### src/tws_ram.sv
`timescale 1ns / 1ps
// ----------------------------------------------------------------------------
// tws_ram
// Generic single-write, single-read RAM with registered read data.
// ----------------------------------------------------------------------------
module tws_ram #(
   parameter int WIDTH = 16,
   parameter int DEPTH = 256
) (
   input  logic                     clock,
   input  logic                     wr_en,
   input  logic [$clog2(DEPTH)-1:0] wr_addr,
   input  logic [WIDTH-1:0]         wr_data,
   input  logic                     rd_en,
   input  logic [$clog2(DEPTH)-1:0] rd_addr,
   output logic [WIDTH-1:0]         rd_data
);

   logic [WIDTH-1:0] mem_ff [DEPTH];
   logic [WIDTH-1:0] rd_data_ff;

   always_ff @(posedge clock) begin
      if (wr_en) begin
         mem_ff[wr_addr] <= wr_data;
      end
      // read data holds until the next read
      if (rd_en) begin
         rd_data_ff <= mem_ff[rd_addr];
      end
   end

   assign rd_data = rd_data_ff;

endmodule

### config.mk
export PLATFORM = sky130hd
export DESIGN_NAME = tws_ram
export DESIGN_NICKNAME = d
export VERILOG_FILES = /design/src/tws_ram.sv
export SDC_FILE = /design/constraint.sdc
export NUM_CORES = 2
export LEC_CHECK = 0
export BUFFER_PORTS_ARGS = -buffer_cell sky130_fd_sc_hd__buf_4
export CORE_UTILIZATION = 50
export CTS_CLUSTER_DIAMETER = 100
export DETAILED_ROUTE_END_ITERATION = 8
export PLACE_DENSITY = 0.64
export SETUP_SLACK_MARGIN = 0.5
export SLEW_MARGIN = 10
export SYNTH_ARGS = -nofsm -noshare
export SYNTH_HDL_FRONTEND = slang
export SYNTH_SLANG_ARGS = --single-unit
### constraint.sdc
create_clock -name clock -period 8.2 [get_ports clock]
set_clock_uncertainty 0.05 [all_clocks]
set_input_delay 1.23 -clock clock [delete_from_list [all_inputs] [get_ports clock]]
set_output_delay 1.23 -clock clock [all_outputs]
set_load 0.005 [all_outputs]
Yosys cells after proc, flatten, opt, wreduce, memory -nomap -nowiden
Memory sizes are Yosys's and may differ from the RTL's. A register that Yosys moved wholly into a read port is not among the register bits.
Index checks and enable logic that the tools add are counted.
{"block": "totals", "rom_bits": 0, "ff_bits": 0, "mem_count": 1, "input_bits": 35, "latch_bits": 0, "out_inout_bits": 16, "ramBits": 4096}
{"memory": "mem_ff", "depth": 256, "word_bits": 16, "read_ports": 1, "rd_ports_with_merged_regs": 1, "write_ports": 1, "line": "19", "rtl": "logic [WIDTH-1:0] mem_ff [DEPTH];"}
{"block": "op_classes", "magnitude_cmp": 0, "n_mux": 2, "bitwise_logic": 0, "add_sub_neg": 0, "n_shift": 0, "n_div": 0, "reduce_logical": 0, "n_eq_ne": 0, "n_mul": 0}
{"op": "$mux 1", "count": 2}

Logic depth before layout (Yosys ltp)
{"block": "logic_depth", "depth_word": 2, "mapped_depth": 12, "depth_no_buf": 6}

Least setup slack after synthesis
OpenSTA, ideal clock, no wires.
{"block": "synth_timing", "kind": "input to register", "start": "in rd_addr[0]", "end": "reg rd_data_ff[4], in the netlist rd_data[4] (read register of mem_ff), data pin", "slack_ns": 4.671, "arrival_time_ns": 3.214, "path_stages": 8, "setup_ns": 0.265, "cell_sequence": "buf_6 buf_6 buf_2 mux4_2 mux4_2 a22o_1 o32ai_2 nor4_2"}
{"item": "start: declaration", "line": "15", "rtl": "input logic [$clog2(DEPTH)-1:0] rd_addr,"}
{"item": "end: declaration", "line": "20", "rtl": "logic [WIDTH-1:0] rd_data_ff;"}

==> flow_metrics.env <==
export IMPL_max_stage_delay_ps=970
export IMPL_power_density_nw_per_um2=247
export IMPL_p_int_mw=34.7
export IMPL_worst_slew_pin_slew_ps=1380
export IMPL_netSwitchingPower_mw=9.48
export IMPL_postRouteAntennaNets=0
export IMPL_syn_avg_cell_area_um2=21.6
export IMPL_grt_setup_unrepaired="no"
export IMPL_crit_arrival_ps=5570
export IMPL_syn_inst=7360
export IMPL_cts_path_max_buffers=4
export IMPL_r2r_cells=6
export IMPL_worstPathRequired_ps=8860
export IMPL_insertion_delay_ps=990
export IMPL_worst_hold_path_type="input pin to flip-flop"
export IMPL_crit_family="compound AO/OA/AOI/OAI gates"
export IMPL_cts_resized_gates=0
export IMPL_relSlewSlack_pct=6.97
export IMPL_critPathMaxFanout=60
export IMPL_worstReg2RegStart="mem_ff[2][5]"
export IMPL_critPathSlowestCell="o31ai_1"
export IMPL_peakVddDrop_uv=227
export IMPL_antenna_found_initial=18
export IMPL_track_usage_pct=25.7
export IMPL_yosys_warnings=0
export IMPL_clkSinkCount=4112
export IMPL_drtIter0Drc=10800
export IMPL_power_frac_clock_pct=42.7
export IMPL_pwr_share_comb_pct=4.8
export IMPL_min_path_cells=1
export IMPL_post_route_min_period_ps=4910
export IMPL_cp_depth=9
export IMPL_cts_tree="built"
export IMPL_drt_total_wl_mm=412
export IMPL_io_buffers=50
export IMPL_cts_clk_slew_worst_paths_ps=60
export IMPL_leakage_nw=56.5
export IMPL_syn_area_um2=159000
export IMPL_finalPower_mw=44.2
export IMPL_grt_pass1_wl_mm=582
export IMPL_hp_start="wr_data[15]"
export IMPL_first_pass_iters=6
export IMPL_startpoint="rd_addr[0]"
export IMPL_drv_slew=0
export IMPL_grt_pass1_vias=77400
export IMPL_die_x_um=566
export IMPL_finalHoldViolations=0
export IMPL_end_kind="flip-flop"
export IMPL_avgRoutedWirePerCell_um=33.6
export IMPL_cts_root_buf="clkbuf_16"
export IMPL_crit_path_start_kind="input pin"
export IMPL_yosys_most_used_dff="edfxtp_1"
export IMPL_async_flop_share_pct=0
export IMPL_hpwl_mm=238
export IMPL_grt_start_max_net_pins=171
export IMPL_die_height_um=566
export IMPL_fp_row_count=206
export IMPL_critPathMostFrequentCell="buf_4"
export IMPL_drc_errors=0
export IMPL_seqPwrFrac_pct=52.6
export IMPL_drive_gt1_share_pct=24.7
export IMPL_overflow=0
export IMPL_fin_crit_sh_pct=59.8
export IMPL_setup_viol=0
export IMPL_crit_type="input pin to flip-flop"
export IMPL_critical_path_cell_chain="buf_16 > buf_4 > buf_4 > mux2i_1 > o221ai_1 > a21oi_1 > o31ai_1 > o32ai_2 > nor4_1"
export IMPL_ys_seq_area_share_pct=77.7
export IMPL_max_cap_violations=0
export IMPL_postCtsSetupRepairBufs=0
export IMPL_outcome="finished clean"
export IMPL_swShare_pct=21.5
export IMPL_fin_cells=12300
export IMPL_h_tree_depth=5
export IMPL_max_freq_ghz=0.204
export IMPL_syn_nets=7395
export IMPL_path_buf_inv=3
export IMPL_ys_seq_elements=4112
export IMPL_area_growth_pct=12.7
export IMPL_ys_types=51
export IMPL_cts_hold_buf=0
export IMPL_setup_tns_ps=0
export IMPL_vias=79000
export IMPL_start_util_pct=50.4
export IMPL_cts_buffers=413
export IMPL_gp_congestion=0.891
export IMPL_fill_cells=23000
export IMPL_fin_nets=7771
export IMPL_io_pins=51
export IMPL_die_area_um2=320000
export IMPL_dp_cells=11500
export IMPL_vias_per_cell=6.44
export IMPL_synth_edff_count=4112
export IMPL_core_area_um2=315000
## synthesized netlist by cell type (all sizes together) (5+ instances only)
master	n	share of area, %
a31oi	6	0.024
a22oi	43	0.20
mux4	797	11
nor3	92	0.29
a211oi	18	0.085
nand3	35	0.11
buf	222	1.1
mux2	88	0.62
clkbuf	230	0.54
nor2	304	0.72
nand4	26	0.10
a22o	32	0.18
o31ai	16	0.076
and3	11	0.043
a2111oi	6	0.033
nor4	18	0.075
o22ai	148	0.58
o221ai	253	1.4
a221oi	28	0.15
nor2b	9	0.035
or2	5	0.020
edfxtp	4112	78
o32ai	21	0.12
o21ai	38	0.12
a21oi	175	0.55
mux2i	565	3.6
nand2	38	0.090
## cells in the final DEF, fill, tap and decap left out, drive strengths merged, types with 28 or more instances in the layout
cell type,n
nand2,38
mux2,88
o21ai,38
mux2i,565
a22o,32
a21oi,175
clkbuf,490
a22oi,43
edfxtp,4112
mux4,797
nor2,304
o221ai,253
buf,412
clkinv,204
nor3,92
nand3,35
bufinv,46
a221oi,28
o22ai,148
## through the flow
| step | hold WS (ps) | util, % | cell area [um2] | setup WS [ps] |
|---|---|---|---|---|
| CTS | 578 | 56.7 | 179000 | 3410 |
| floorplan | 923 | - | 159000 | 4670 |
| finish | 637 | 56.7 | 179000 | 3290 |
| global route | 618 | 56.7 | 179000 | 3220 |
| global placement | 1100 | 52.4 | 165000 | 2020 |
| detailed placement | 1100 | 52.4 | 165000 | 2360 |
## metal layers
layer | global-route usage, % | wire, um
met3 | 4.58 | 36500
met2 | 40.2 | 195000
met4 | 8.54 | 14600
met5 | 0 | 35
met1 | 36.9 | 166000
## area by class of cell
cell class	instances	area [um2]	share of cell area (%)
well taps	4160	5200	2.91
clock buffers	489	10600	5.94
flip-flops and latches	4112	123000	69.0
clock inverters	274	2990	1.67
diodes	14	35.0	0.0196
multi-input cells	2792	33000	18.4
inverters	4	27.5	0.0154
repair buffers	413	3610	2.02
## power groups by stage
stage	clock (mW)	sequential (mW)	combinational, mW
after floorplan	0	23.6	1.14
after CTS	19.1	23.2	2.10
final	18.8	23.2	2.10
after global placement	0	23.7	2.06
after global routing	19.8	23.2	2.19
after detailed placement	0	23.7	2.10
## kinds of logic (layout without fill, tap and decap cells)
logic type	count (synthesis)	count (layout)	share of synthesized area, %
and+or+nand+nor	556	556	1.57
muxes	1450	1450	15.5
DFF	4112	4112	77.7
other	0	14	0
buffers and inverters	456	1180	1.69
AOI/OAI and AO/OA	786	786	3.53
## flip-flops by register name, indices dropped and copies added, names as in the netlist
signal   cells
mem_ff    4096
rd_data     16
## path summary, 6_finish.rpt
| path | endpoint | slack, ps |
|---|---|---|
| worst max register to register | rd_data[5] | 4460 |
| worst min-delay path | mem_ff[68][15] | 640 |
| worst max-delay path | rd_data[10] | 3290 |
| worst min register to register | rd_data[4] | 1070 |
(Power assumes the default switching activity.)
