## src/tws_pkg.sv

```systemverilog
`timescale 1ns / 1ps
// ----------------------------------------------------------------------------
// tws_pkg
// Shared types and constants of the timing wheel scheduler.
// ----------------------------------------------------------------------------
package tws_pkg;

   localparam int ID_W       = 16;
   localparam int DELAY_W    = 32;
   localparam int TICK_W     = 16;
   localparam int WHEEL_W    = 9;
   localparam int KIND_W     = 3;
   localparam int CSR_IDX_W  = 1;
   localparam int CSR_DATA_W = 16;

   // serial divider operand widths
   localparam int DIVIDEND_W = 32;
   localparam int DIVISOR_W  = 16;

   localparam logic [TICK_W-1:0]  TICK_RESET  = 16'd1;
   localparam logic [WHEEL_W-1:0] WHEEL_RESET = 9'd256;

   typedef enum logic [CSR_IDX_W-1:0] {
      CSR_TICK_LENGTH = 1'b0,
      CSR_WHEEL_TICKS = 1'b1
   } csr_reg_type;

   typedef enum logic [0:0] {
      REQ_ADD  = 1'b0,
      REQ_TICK = 1'b1
   } req_kind_type;

   typedef enum logic [KIND_W-1:0] {
      KIND_ACCEPTED  = 3'd0,
      KIND_BAD_DELAY = 3'd1,
      KIND_SLOT_FULL = 3'd2,
      KIND_EXPIRED   = 3'd3,
      KIND_NONE      = 3'd4
   } kind_type;

   typedef enum logic [2:0] {
      ST_CLEAR,
      ST_IDLE,
      ST_DIV_DELAY,
      ST_DIV_SLOT,
      ST_CNT_WAIT,
      ST_DRAIN_RD,
      ST_DRAIN_WR,
      ST_RESP
   } state_type;

   typedef struct packed {
      logic                  start;
      logic [DIVIDEND_W-1:0] dividend;
      logic [DIVISOR_W-1:0]  divisor;
   } div_req_type;

   typedef struct packed {
      logic                  done;
      logic [DIVIDEND_W-1:0] quotient;
      logic [DIVISOR_W-1:0]  remainder;
   } div_rsp_type;

endpackage

```

## src/tws_div.sv

```systemverilog
`timescale 1ns / 1ps
// ----------------------------------------------------------------------------
// tws_div
// Restoring divider, one quotient bit per cycle; gives quotient and remainder.
// ----------------------------------------------------------------------------
module tws_div (
   input  logic                 clock,
   input  logic                 reset,
   input  tws_pkg::div_req_type div_req,
   output tws_pkg::div_rsp_type div_rsp
);
   import tws_pkg::*;

   localparam int STEP_W = $clog2(DIVIDEND_W);

   logic                  busy_ff, busy_in;
   logic                  done_ff, done_in;
   logic [STEP_W-1:0]     step_ff, step_in;
   logic [DIVIDEND_W-1:0] quot_ff, quot_in;
   logic [DIVISOR_W-1:0]  rem_ff, rem_in;
   logic [DIVISOR_W-1:0]  dvsr_ff, dvsr_in;

   logic [DIVISOR_W:0]    shifted;
   logic [DIVISOR_W+1:0]  trial;

   always_comb begin
      busy_in = busy_ff;
      done_in = 1'b0;
      step_in = step_ff;
      quot_in = quot_ff;
      rem_in  = rem_ff;
      dvsr_in = dvsr_ff;
      shifted = {rem_ff, quot_ff[DIVIDEND_W-1]};
      trial   = {1'b0, shifted} - {2'b00, dvsr_ff};
      if (div_req.start) begin
         busy_in = 1'b1;
         step_in = '0;
         quot_in = div_req.dividend;
         rem_in  = '0;
         dvsr_in = div_req.divisor;
      end else if (busy_ff) begin
         if (!trial[DIVISOR_W+1]) begin
            rem_in  = trial[DIVISOR_W-1:0];
            quot_in = {quot_ff[DIVIDEND_W-2:0], 1'b1};
         end else begin
            rem_in  = shifted[DIVISOR_W-1:0];
            quot_in = {quot_ff[DIVIDEND_W-2:0], 1'b0};
         end
         step_in = step_ff + 1'b1;
         if (step_ff == STEP_W'(DIVIDEND_W - 1)) begin
            busy_in = 1'b0;
            done_in = 1'b1;
         end
      end
   end

   always_ff @(posedge clock) begin
      if (reset) begin
         busy_ff <= 1'b0;
         done_ff <= 1'b0;
         step_ff <= '0;
      end else begin
         busy_ff <= busy_in;
         done_ff <= done_in;
         step_ff <= step_in;
      end
      quot_ff <= quot_in;
      rem_ff  <= rem_in;
      dvsr_ff <= dvsr_in;
   end

   assign div_rsp = {done_ff, quot_ff, rem_ff};

endmodule

```

## config.mk

```make
export PLATFORM = sky130hd
export DESIGN_NAME = tws_div
export DESIGN_NICKNAME = d
export VERILOG_FILES = /design/src/tws_pkg.sv /design/src/tws_div.sv
export SDC_FILE = /design/constraint.sdc
export NUM_CORES = 1
export LEC_CHECK = 0
export BUFFER_PORTS_ARGS = -buffer_cell sky130_fd_sc_hd__buf_2
export CORE_MARGIN = 2
export CORE_UTILIZATION = 57
export DETAILED_ROUTE_END_ITERATION = 8
export PLACE_DENSITY_LB_ADDON = 0.2
export SLEW_MARGIN = 10
export SYNTH_ARGS = -nofsm -noshare
export SYNTH_HDL_FRONTEND = slang
export SYNTH_SLANG_ARGS = --single-unit
```

## constraint.sdc

```tcl
create_clock -name clock -period 4 [get_ports clock]
set_input_delay 0.2 -clock clock [delete_from_list [all_inputs] [get_ports clock]]
set_output_delay 0.2 -clock clock [all_outputs]
set_load 0.02 [all_outputs]
```

# After elaboration in Yosys (flattened, before gate mapping)
# Index checks and enable logic that the tools add are counted.
dict set report word_totals {
  latchBits 0
  wordCells 21
  output_inout_bits 49
  inputBits 51
  n_memories 0
  romBits 0
  ramBits 0
  regBits 71
}
dict set report op_classes {
  magnitude_cmp 0
  add_sub_neg 2
  shift 0
  bitwise 1
  eq_ne 1
  muxes 8
  n_mul 0
  reduce_logical 3
  div_mod_pow 0
}
# op n
set op_table {}
lappend op_table {{32-bit two-way mux} 2}
lappend op_table {{17-bit by 16-bit subtractor with 18-bit output} 1}
lappend op_table {{16-bit two-way mux} 1}
lappend op_table {{5-bit by 1-bit adder with 5-bit output (second input constant)} 1}
lappend op_table {{5-bit == test (second input constant)} 1}
lappend op_table {{1-bit two-way mux} 5}
lappend op_table {{3-bit OR reduction} 1}
lappend op_table {{2-bit nonzero test} 1}
lappend op_table {{2-bit OR reduction} 1}
lappend op_table {{1-bit NOT} 1}

# Logic depth before layout (Yosys ltp)
dict set report logic_depth {
  word_depth 4
  ltp_mapped 10
  mapped_depth_nobuf 10
}

# Worst setup path after synthesis
# No wires, ideal clock.
dict set report synth_path {
  path_kind {reg2reg}
  start {reg quot_ff[31]}
  end {reg rem_ff[14]}
  synth_period_minus_slack_ps 2441
  arrival_time_ps 2326
  path_buffers 0
  required_time_ps 3884
  path_stages_with_launch 11
  path_slack_ps 1559
  setup_ps 116
  path_cell_list {edfxtp_1 -> inv_1 -> ha_1 -> inv_1 -> fa_1 -> a211oi_2 -> nor4_1 -> a211oi_1 -> o21ai_1 -> xor2_1 -> a31o_1}
}
dict set report synth_via {
  elab_chain_len 2
}
# item line
set synth_lines {}
lappend synth_lines {{start, declared} tws_div.sv:19} ;# logic [DIVIDEND_W-1:0] quot_ff, quot_in;
lappend synth_lines {{start signal, assigned} tws_div.sv:67} ;# quot_ff <= quot_in;
lappend synth_lines {{17-bit by 16-bit subtractor with 18-bit output} tws_div.sv:34} ;# trial = {1'b0, shifted} - {2'b00, dvsr_ff};
lappend synth_lines {{16-bit two-way mux} tws_div.sv:42} ;# if (!trial[DIVISOR_W+1]) begin
lappend synth_lines {{end signal, assigned} tws_div.sv:68} ;# rem_ff <= rem_in;
lappend synth_lines {{end, declared} tws_div.sv:20} ;# logic [DIVISOR_W-1:0] rem_ff, rem_in;
# No other way between the ends.
# A chain may end at the register's enable or synchronous reset.

# Worst setup path in the final report
# Ends and elaborated chain as after synthesis.

==> results.toml <==
[layout]
area_growth_pct = 18.8
antenna_cells = 0
fin_area_mm2 = 0.00457
seqCellArea_mm2 = 0.00190
layout.nets = 506
fillerInstances = 477
multi_input_area_mm2 = 0.00176
drive_above_1_share_pct = 37.4

[power_and_ir_drop]
p_leak_nw = 1.92
power_density_mw_per_mm2 = 433
vdd.ir_drop.worst_mv = 0.281
power_w = 0.00198

[synthesis]
synth.area.top_cells = "edfxtp_1 (37%), dfxtp_1 (12%), mux2_2 (9.4%)"
ys_types = 53
netlist_area_mm2 = 0.00385
yosys_warnings = 0
yosysTopAreaCell = "edfxtp_1"
yosysSeqAreaShare_pct = 49.4
async_reset_ff_share_pct = 0
synth.avg_cell_area_um2 = 11.2
ys_ff_latch = 71
yosys_most_used_dff = "edfxtp_1"
synthesis.instances = 343
synth_top_area_share_pct = 37.5
synth_edf_count = 48
syn_nets = 413

[timing]
layout_min_cycle_time_ps = 2520
setup-tns-final_ps = 0
setup_viol = 0
clock_skew_ps = 9.82
worst_slew_pin_slew_ps = 647
slew_viol_final = 0
clock.fmax_ghz = 0.398
period_share_pct = 62.9
final_hold_viol_count = 0
slew_headroom_pct = 56.9
rsz0062_at_grt = "no"

[clock_network]
cts_hold_buf = 0
cts_buffers = 9
clk_latency_ps = 350
cts_buffer_depth = 2
root_buffer = "clkbuf_8"
cts-resized-gates = 0
cts_setup_buffers = 0
clock_sinks = 71
cts_tree = "done"
htreeDepth = 3
cts.clk_slew.worst_paths_ps = 80

[flow_run]
cap_violations = 0

[placed_design]
io_buffer_count = 99
dpl_cell_area_mm2 = 0.00436
dp_hpwl_um = 5980
globalplace.congestion = 0.894

[die]
dieArea_mm2 = 0.00743
core-area_mm2 = 0.00642
fp.dieW_um = 86.2
start_util_pct = 59.9
num_rows = 29
die_h_um = 86.2
ioPinCount = 100

[worst_setup_path]
critPathCaptureType = "flop"
cp_top_family = "compound AO/OA/AOI/OAI gates"
max_stage_delay_ps = 430
path_class = "flop to flop"
worstRegToRegCells = 10
r2r_setup_slack_ps = 1480
critPathBufInv = 2
cp.required_ps = 4240
crit_cells = 10
cp_data_arrival_time_ps = 2760
crit_path_start_kind = "flop"
crit_top_cell = "inv_1"
cp_slowest_cell = "fa_1"
crit_chain = "inv_1 -> ha_1 -> inv_1 -> fa_1 -> a211oi_2 -> nor4_1 -> a211oi_1 -> o21ai_1 -> xor2_1 -> a31o_1"
cp_max_fo = 5

[global_routing]
grt_use_total_pct = 23.8
grt_max_degree = 51
grt_pass1_wl_um = 13700
overflow = 0
first_global_vias = 2922
grt_antenna_before_repair = 0

[route]
viasPerCell = 5.93
vias = 3073
drtIter0Drc = 208
post_drt_wl_per_cell_um = 16.6
drc = 0
totalWireLength_um = 8580
drt-pass1-iter-count = 4
postRouteAntennaNets = 0

[worst_hold_path]
worstHoldPathType = "primary input to flop"
hold_depth = 2

[status]
status = "complete, no violations"
-- cell type report --
class	count	area share, %
Tap cell	77	2.11
Sequential cell	71	41.6
Multi-Input combinational cell	229	38.4
Inverter	22	1.81
Clock buffer	10	3.01
Clock inverter	6	1.59
Timing Repair Buffer	103	11.5
-- routing by layer --
| layer | vias to the layer above | wire [um] | part of all wire [%] | GRT usage, % |
|---|---|---|---|---|
| met5 | - | 0 | 0 | 0 |
| met2 | 126 | 4050 | 47 | 38.4 |
| li1 | 1469 | - | - | - |
| met1 | 1468 | 3670 | 43 | 30.9 |
| met3 | 10 | 740 | 8.6 | 6.67 |
| met4 | 0 | 113 | 1.3 | 8.52 |
-- logic make-up (layout without fill, tap and decap cells) --
group           count (synthesis)  count (layout)  synth area share [%]
compound gates                 82              82                  16.6
flops                          71              71                  49.4
simple gates                   80              80                  9.56
mux                            34              34                  9.88
xor+xnor                       14              14                  3.19
fa+ha+maj                      19              19                  6.37
buf+inv                        43             141                  4.94
-- layout by cell type (no fill, tap or decap), types with 2 or more instances in the layout --
cell type	instances
a211o_1	2
a211oi_1	3
a211oi_2	3
a21o_1	3
a21oi_1	11
a21oi_2	3
a21oi_4	2
a311oi_1	7
a31o_1	3
a41oi_1	2
buf_2	99
buf_4	4
clkbuf_8	10
dfxtp_1	23
edfxtp_1	48
ha_1	18
inv_1	22
inv_6	4
mux2_2	32
mux2i_1	2
nand2_1	21
nand2b_1	3
nand3_1	9
nand4_1	9
nor2_1	27
nor3_1	3
nor4_1	2
o211ai_1	7
o21ai_0	9
o21ai_1	10
o21bai_1	2
o221ai_1	2
o31ai_1	2
or3_1	2
xnor2_1	8
xor2_1	6
-- synth_stat cells (6+ instances only) --
cell,count
xnor2_1,8
a311oi_1,7
nor2_1,27
a21oi_1,11
inv_1,22
o21ai_1,10
mux2_2,32
xor2_1,6
o211ai_1,7
nand3_1,9
edfxtp_1,48
ha_1,18
nand2_1,21
buf_1,6
nand4_1,9
dfxtp_1,23
buf_2,8
o21ai_0,9
-- path summary, 6_finish.rpt --
path,startpoint,to
min,reset,busy_ff
min reg2reg,rem_ff[4],rem_ff[4]
max,quot_ff[31],rem_ff[14]
max reg2reg,quot_ff[31],rem_ff[14]
-- power by group --
| part | internal [W] | switching [W] |
|---|---|---|
| clock | 0.000314 | 0.000301 |
| combinational | 0.000188 | 0.000281 |
| sequential | 0.000858 | 0.0000384 |
-- metrics by stage --
step | cells | hold slack (ps) | worst slack [ps] | util, %
after floorplan | 343 | 272 | 1560 | -
after global placement | 502 | 370 | 1570 | 67.9
after detailed placement | 502 | 374 | 1530 | 67.9
after CTS | 518 | 7.43 | 1490 | 71.2
after global routing | 518 | 2.47 | 1310 | 71.2
final | 518 | 16.7 | 1480 | 71.2
-- registers in the layout (all words and copies together), names as in the netlist --
signal   count
quot_ff     32
dvsr_ff     16
rem_ff      16
step_ff      5
busy_ff      1
done_ff      1
No activity file was read; power rests on OpenSTA's default activity.
